`src/rtl/pvd_pkg.sv`:
```
package pvd_pkg;

  localparam int unsigned ByteW  = 8;
  localparam int unsigned WordW  = 32;
  localparam int unsigned LenW   = 3;
  localparam int unsigned MaxLead = 4;

  localparam logic [WordW-1:0] Mask1 = 32'h0000_007f;
  localparam logic [WordW-1:0] Mask2 = 32'h0000_3fff;
  localparam logic [WordW-1:0] Mask3 = 32'h001f_ffff;
  localparam logic [WordW-1:0] Mask4 = 32'h0fff_ffff;
  localparam logic [WordW-1:0] Mask5 = 32'hffff_ffff;

  // one decoded result as it leaves the core
  typedef struct packed {
    logic             valid;
    logic [WordW-1:0] value;
    logic [LenW-1:0]  length;
    logic             error;
  } pvd_res_t;

  // leading ones of the first byte, capped at four
  function automatic logic [LenW-1:0] lead_ones(input logic [ByteW-1:0] b);
    logic [LenW-1:0] n;
    casez (b[7:4])
      4'b0???: n = 3'd0;
      4'b10??: n = 3'd1;
      4'b110?: n = 3'd2;
      4'b1110: n = 3'd3;
      default: n = 3'(MaxLead);
    endcase
    return n;
  endfunction

  // payload mask by total byte count
  function automatic logic [WordW-1:0] form_mask(input logic [LenW-1:0] len);
    logic [WordW-1:0] m;
    case (len)
      3'd1:    m = Mask1;
      3'd2:    m = Mask2;
      3'd3:    m = Mask3;
      3'd4:    m = Mask4;
      default: m = Mask5;
    endcase
    return m;
  endfunction

  // mask and optional zigzag mapping
  function automatic logic [WordW-1:0] finish_word(input logic [WordW-1:0] word,
                                                   input logic [LenW-1:0]  len,
                                                   input logic             sgn);
    logic [WordW-1:0] v;
    v = word & form_mask(len);
    if (sgn) begin
      v = v[0] ? ~(v >> 1) : (v >> 1);
    end
    return v;
  endfunction

endpackage

```
`src/rtl/pvd_core.sv`:
```
module pvd_core (
  input  logic                          clk_i,
  input  logic                          rst_ni,
  input  logic                          step_i,
  input  logic [pvd_pkg::ByteW-1:0]     data_byte_i,
  input  logic                          stream_end_i,
  input  logic                          signed_mode_i,
  output pvd_pkg::pvd_res_t             res_o
);

  logic [pvd_pkg::WordW-1:0] acc_q, acc_d;
  logic [pvd_pkg::LenW-1:0]  left_q, left_d;
  logic [pvd_pkg::LenW-1:0]  total_q, total_d;
  logic [pvd_pkg::WordW-1:0] acc_shift;
  logic [pvd_pkg::LenW-1:0]  lead;

  assign acc_shift = {acc_q[pvd_pkg::WordW-pvd_pkg::ByteW-1:0], data_byte_i};
  assign lead      = pvd_pkg::lead_ones(data_byte_i);

  // decode state update and result forming
  always_comb begin
    acc_d   = acc_q;
    left_d  = left_q;
    total_d = total_q;
    res_o   = '0;
    if (step_i) begin
      if (stream_end_i) begin
        acc_d       = '0;
        left_d      = '0;
        total_d     = '0;
        res_o.valid = 1'b1;
        res_o.error = 1'b1;
      end else if (left_q == '0) begin
        if (lead == '0) begin
          acc_d        = '0;
          total_d      = '0;
          res_o.valid  = 1'b1;
          res_o.length = 3'd1;
          res_o.value  = pvd_pkg::finish_word(
                           {{(pvd_pkg::WordW-pvd_pkg::ByteW){1'b0}}, data_byte_i},
                           3'd1, signed_mode_i);
        end else begin
          acc_d   = {{(pvd_pkg::WordW-pvd_pkg::ByteW){1'b0}}, data_byte_i};
          left_d  = lead;
          total_d = lead + 3'd1;
        end
      end else begin
        left_d = left_q - 3'd1;
        if (left_q == 3'd1) begin
          acc_d        = '0;
          total_d      = '0;
          res_o.valid  = 1'b1;
          res_o.length = total_q;
          res_o.value  = pvd_pkg::finish_word(acc_shift, total_q, signed_mode_i);
        end else begin
          acc_d = acc_shift;
        end
      end
    end
  end

  // decode state registers
  always_ff @(posedge clk_i or negedge rst_ni) begin
    if (!rst_ni) begin
      acc_q   <= '0;
      left_q  <= '0;
      total_q <= '0;
    end else begin
      acc_q   <= acc_d;
      left_q  <= left_d;
      total_q <= total_d;
    end
  end

endmodule

```
`src/rtl/prefix_varint_stream_decoder.sv`:
```
// channel | direction | handshake             | payload
// in      | input     | in_valid_i/in_ready_o   | data_byte_i, stream_end_i
// out     | output    | out_valid_o/out_ready_i | value_o, length_o, error_o
// cfg     | input     | cfg_valid_i/cfg_ready_o | cfg_data_i (signed_mode)
//
// one item per cycle sustained while out is not stalled; an accepted item passes
// through the input register, then decode logic into the result register
// items that end no value give no result; a stream end always gives one
// reset clears decode state, signed_mode and both valid flags
// a stall on out holds the result register and backs up through the input register
module prefix_varint_stream_decoder (
  input  logic                      clk_i,
  input  logic                      rst_ni,
  input  logic                      in_valid_i,
  output logic                      in_ready_o,
  input  logic [pvd_pkg::ByteW-1:0] data_byte_i,
  input  logic                      stream_end_i,
  output logic                      out_valid_o,
  input  logic                      out_ready_i,
  output logic [pvd_pkg::WordW-1:0] value_o,
  output logic [pvd_pkg::LenW-1:0]  length_o,
  output logic                      error_o,
  input  logic                      cfg_valid_i,
  output logic                      cfg_ready_o,
  input  logic                      cfg_data_i
);

  logic                      signed_q;
  logic                      in_vld_q;
  logic [pvd_pkg::ByteW-1:0] in_byte_q;
  logic                      in_end_q;
  logic                      out_vld_q;
  logic [pvd_pkg::WordW-1:0] out_value_q;
  logic [pvd_pkg::LenW-1:0]  out_len_q;
  logic                      out_err_q;
  logic                      out_free;
  logic                      step;
  pvd_pkg::pvd_res_t         res;

  // flow control
  assign out_free    = !out_vld_q || out_ready_i;
  assign step        = in_vld_q && out_free;
  assign in_ready_o  = !in_vld_q || out_free;
  assign cfg_ready_o = 1'b1;

  // mode register
  always_ff @(posedge clk_i or negedge rst_ni) begin
    if (!rst_ni) begin
      signed_q <= 1'b0;
    end else if (cfg_valid_i) begin
      signed_q <= cfg_data_i;
    end
  end

  // input register
  always_ff @(posedge clk_i or negedge rst_ni) begin
    if (!rst_ni) begin
      in_vld_q <= 1'b0;
    end else if (in_ready_o) begin
      in_vld_q <= in_valid_i;
    end
  end

  always_ff @(posedge clk_i) begin
    if (in_ready_o && in_valid_i) begin
      in_byte_q <= data_byte_i;
      in_end_q  <= stream_end_i;
    end
  end

  pvd_core u_core (
    .clk_i         (clk_i),
    .rst_ni        (rst_ni),
    .step_i        (step),
    .data_byte_i   (in_byte_q),
    .stream_end_i  (in_end_q),
    .signed_mode_i (signed_q),
    .res_o         (res)
  );

  // result register
  always_ff @(posedge clk_i or negedge rst_ni) begin
    if (!rst_ni) begin
      out_vld_q <= 1'b0;
    end else if (out_free) begin
      out_vld_q <= res.valid;
    end
  end

  always_ff @(posedge clk_i) begin
    if (out_free && res.valid) begin
      out_value_q <= res.value;
      out_len_q   <= res.length;
      out_err_q   <= res.error;
    end
  end

  assign out_valid_o = out_vld_q;
  assign value_o     = out_value_q;
  assign length_o    = out_len_q;
  assign error_o     = out_err_q;

endmodule
```
`config.mk`:
```
export PLATFORM = sky130hd
export DESIGN_NAME = prefix_varint_stream_decoder
export DESIGN_NICKNAME = d
export VERILOG_FILES = /design/src/rtl/pvd_pkg.sv /design/src/rtl/pvd_core.sv /design/src/rtl/prefix_varint_stream_decoder.sv
export SDC_FILE = /design/constraint.sdc
export NUM_CORES = 1
export LEC_CHECK = 0
export ABC_AREA = 1
export BUFFER_PORTS_ARGS = -buffer_cell sky130_fd_sc_hd__buf_4
export CORE_ASPECT_RATIO = 0.8
export CORE_MARGIN = 2
export CORE_UTILIZATION = 35
export DETAILED_ROUTE_END_ITERATION = 6
export PLACE_DENSITY = 0.58
export SETUP_SLACK_MARGIN = 0.02
export SYNTH_ARGS = -nofsm -noshare
export SYNTH_HDL_FRONTEND = slang
export SYNTH_HIERARCHICAL = 1
export SYNTH_SLANG_ARGS = --single-unit
```
`constraint.sdc`:
```
create_clock -name clk_i -period 3.75 [get_ports clk_i]
set_clock_uncertainty 0.05 [all_clocks]
set_input_delay 1.125 -clock clk_i [delete_from_list [all_inputs] [get_ports clk_i]]
set_output_delay 1.125 -clock clk_i [all_outputs]
set_load 0.005 [all_outputs]
```
* After elaboration in Yosys (flattened, before gate mapping)
Cells that the tools add are included.
** Storage, ports and cells
- Flip-flop bits (word level) :: 78
- Output and inout port bits :: 39
- Bits of input ports :: 15
- Logic and storage cells :: 73
** Cells by class
- Bitwise operators :: 6
- Eq/ne operators :: 9
- Reductions and logical operators :: 13
- $add $sub $neg :: 2
- Mux-type cells :: 32
** Operator list (number)
- 32-bit 2-to-1 mux :: 12
- 32-bit one-hot mux with 4 select lines :: 1
- 36-bit 2-to-1 mux :: 3
- 24-bit 2-to-1 mux :: 3
- 31-bit NOT with 32-bit output :: 2
- 37-bit 2-to-1 mux :: 1
- 35-bit 2-to-1 mux :: 1
- 32-bit AND :: 1
- 8-bit by 32-bit AND with 32-bit output :: 1
- 3-bit 2-to-1 mux :: 7
- 3-bit one-hot mux with 4 select lines :: 1
- 8-bit 2-to-1 mux :: 1
- 3-bit by 1-bit == test with 1-bit output (second input constant) :: 2
- 3-bit by 2-bit == test with 1-bit output (second input constant) :: 2
- 3-bit == test (second input constant) :: 2
- 3-bit zero test :: 2
- 4-bit == test (second input constant) :: 1
- 2-bit AND reduction :: 2
- 3-bit by 1-bit adder with 3-bit output (second input constant) :: 1
- 1-bit logical AND :: 3
- 3-bit inequality test (second input constant) :: 1
- 3-bit nonzero test :: 1
- 3-bit by 1-bit subtractor with 3-bit output (second input constant) :: 1
- 2-bit == test (second input constant) :: 1
- other kinds (5) :: 9

* Longest topological paths before layout
- Word-level depth :: 16
- Mapped depth :: 11
- Depth with buffers taken out :: 11

* By module
Netlist, hierarchy kept.
** Modules (own cells, without submodules)
- pvd_core :: cells each 396, area each 2497.4 µm², sequential area each 750.7 µm², times used 1
- prefix_varint_stream_decoder :: cells each 66, area each 1506.4 µm², sequential area each 1426.4 µm², times used 1

* Worst setup path after synthesis
OpenSTA, ideal clock, no wires.
- Path type :: input port to flip-flop
- Start :: in out_ready_i
- End :: reg out_err_q, in the netlist error_o, enable pin
- Setup slack :: -0.049 ns
- Setup time :: 0.430 ns
- Arrival :: 3.319 ns
- Required time :: 3.270 ns
- Cell stages on the path :: 7
- Path through :: nor2_1 -> nor2_1 -> inv_1 -> clkbuf_1 -> a21oi_1 -> inv_1 -> nor2_1
** RTL lines
- from (decl) :: RTL line prefix_varint_stream_decoder.sv:19 : input logic out_ready_i,
- to (signal assigned) :: RTL line prefix_varint_stream_decoder.sv:94 : out_err_q <= res.error;
- to (decl) :: RTL line prefix_varint_stream_decoder.sv:35 : logic out_err_q;

* Worst setup path in the final report
- Start :: in out_ready_i
- End :: out in_ready_o
** Between the ends
- Longest elaborated chain between the ends :: 2
** RTL lines
- 1-bit logical OR :: RTL line prefix_varint_stream_decoder.sv:41 : assign out_free = !out_vld_q || out_ready_i;
- 1-bit logical OR :: RTL line prefix_varint_stream_decoder.sv:43 : assign in_ready_o = !in_vld_q || out_free;
- to (decl) :: RTL line prefix_varint_stream_decoder.sv:15 : output logic in_ready_o,
Every way passes these cells.

==> flow_summary.toml <==
[run_status]
status = "complete, no violations"

[worst_setup_path]
worst-setup-path-type = "in -> out"
start_kind = "input port"
worst_path_dominant_cell_family = "buffers and inverters"
path_max_fanout = 3
worstPathArrival_ns = 1.51
end_kind = "output port"
r2r_slack_ns = 1.42
cp_cell_sequence = "buf_4 -> inv_1 -> nand3_2 -> buf_4"
slowest_delay_ns = 0.14
required_ns = 2.57
slowest_stage = "buf_4"
cpMostUsedCell = "buf_4"
critPathBufInv = 3

[synth]
synth-async-reset-ratio_pct = 42.3
ys_warn_count = 6
syn_area_mm2 = 0.00400
syn_avg_cell_area_um2 = 8.67
syn_inst = 462
synth_flop_cell = "edfxtp_1"
ys_ff_latch = 78
synth_edf_count = 45
synth_cell_types = 30
syn_nets = 481
yosysSeqAreaShare_pct = 54.4

[sta]
fmax_ghz = 0.373
fin_crit_sh_pct = 71.5
hold_violations = 0
slew_headroom_pct = 50.8
setup_viol = 0
worstMarginPinSlew_ns = 0.735
tns_ns = 0
finalMaxSlewViolations = 0
worst_hold_slack_ns = 0.436
rsz0062_at_grt = "no"
min_period_ns = 2.68

[clocking]
post_cts_buffers = 0
clk_latency_ns = 0.33
cts_sinks = 78
cts_root_buffer = "clkbuf_16"
cts_tree = "built"
h-tree-depth = 3
cts.repair.resized = 0
cts_buffer_depth = 2
cts_hold_buf = 0
cts_buffers = 9
clk_pin_slew_ns = 0.06

[pwr]
swShare_pct = 36.5
clkPwrFrac_pct = 23.9
total_power_mw = 3.24
p_comb_share_pct = 36.4
power.switching_mw = 1.18
power.leakage_nw = 2.00
p_int_mw = 2.06
peakVddDrop_uv = 305
seq_power_share_pct = 39.7
p_per_area_mw_per_mm2 = 682

[floorplan]
rows = 34
fp.dieW_um = 124
core_mm2 = 0.0110
die_h_um = 99.7
io_pins = 54
initial_core_util_pct = 36.3
die_area_mm2 = 0.0123

[final_layout]
diodes = 0
final_cell_mix = "nand2_1, buf_4, nor2_1"
layout-drive-gt1-share_pct = 20.1
final_common_cell = "nand2_1"
nets = 526
syn2layout_area_growth_pct = 18.8

[route]
vias = 3214
first_iter_violations = 217
ant_nets = 0
drc_errors = 0
vias_per_cell = 4.90
drt-pass1-iter-count = 5
drt_wl_total_um = 8960
routedWlPerCell_um = 13.7

[global_routing]
antenna_found_initial = 0
grt_use_total_pct = 16.1
grt_overflow = 0
grt_max_degree = 37
grt_first_pass_wirelength_um = 15100
grt_pass1_vias = 3063

[placed_design]
place.gp.congestion = 0.849
place_hpwl_um = 6220
port_buffers = 52

[min_path]
min_path_type = "reg -> reg"

[flow_run]
cap_violations = 0
-- Yosys cell counts, types with 2 or more instances --
cell type	n	area, um^2
nand2_1	114	428
nor2_1	54	203
o21ai_0	47	235
edfxtp_1	45	1350
inv_1	38	143
dfrtp_1	33	826
nand3_1	30	150
o21ai_1	14	70.1
buf_2	11	55.1
nor2_2	11	68.8
o22ai_1	11	68.8
nand2_2	7	43.8
nand4_1	7	43.8
a21oi_1	5	25.0
clkbuf_1	5	18.8
buf_4	4	30.0
ha_1	4	50.1
inv_2	4	15.0
nand3_2	3	30.0
buf_6	2	22.5
nor2_4	2	22.5
nor3_1	2	10.0
or2_2	2	12.5
-- through the flow --
stage / area, um^2 / util, % / setup slack [ns] / cells
2_1_floorplan: 4010 / - / 0.531 / 462
3_3_place_gp: 4490 / 40.8 / 0.977 / 640
3_5_place_dp: 4490 / 40.8 / 0.940 / 640
4_1_cts: 4750 / 43.2 / 1.06 / 656
5_1_grt: 4750 / 43.2 / 1.03 / 656
6_report: 4750 / 43.2 / 1.07 / 656
-- worst reg2reg max path, stage by stage (launching register included) --
cell	delay, ns
dfrtp_1	0.37
inv_1	0.12
ha_1	0.19
nand2_2	0.34
nand2_2	0.29
nand2_1	0.08
a21oi_1	0.12
inv_1	0.09
nor2_4	0.13
buf_12	0.22
-- registers in the layout, summed over array words and instances, names as in the netlist --
name            flops
value_o            32
out_valid_o         1
in_vld_q            1
u_core/left_q       3
in_byte_q           8
u_core/acc_q       24
u_core/total_q      3
error_o             1
signed_q            1
length_o            3
in_end_q            1
-- metal layers --
layer	vias up	wire (um)	GRT usage [%]
met5	-	0	0
met4	0	142	5.77
met3	10	529	4.36
met2	103	3790	23.0
met1	1482	4500	23.4
li1	1619	-	-
-- layout make-up --
| type | instances | area [um^2] |
|---|---|---|
| tap | 144 | 180 |
| multi-input combinational | 318 | 1530 |
| fill | 1090 | 6260 |
| sequential | 78 | 2180 |
| timing repair buffer | 57 | 440 |
| clock inverter | 2 | 10.0 |
| clock buffer | 14 | 254 |
| inverter | 43 | 164 |
-- worst paths after layout --
check	from	end	cells after the start
min	u_core/acc_q[16]$_DFFE_PN0P_	u_core/acc_q[16]$_DFFE_PN0P_	2
max reg2reg	u_core/left_q[0]$_DFFE_PN0P_	value_o[29]$_DFFE_PP_	9
min in group asynchronous	rst_ni	out_valid_o$_DFFE_PN0N_	1
max in group asynchronous	rst_ni	u_core/acc_q[11]$_DFFE_PN0P_	1
max	out_ready_i	in_ready_o	4
min reg2reg	u_core/acc_q[16]$_DFFE_PN0P_	u_core/acc_q[16]$_DFFE_PN0P_	2
-- cells by family after synthesis --
logic type                 synth area share, %
other                                   0.0937
adders and majority gates                 1.25
buffers and inverters                     7.62
AOI/OAI and AO/OA                         10.6
and+or+nand+nor                           26.1
DFF                                       54.4
-- power groups by stage --
stage,Combinational (mW),Sequential (mW),Clock [mW]
after floorplan,0.808,1.29,0
after CTS,1.19,1.29,0.802
after global placement,1.17,1.30,0
final,1.18,1.29,0.774
after global routing,1.35,1.31,0.839
after detailed placement,1.19,1.30,0
(Power assumes the default switching activity.)
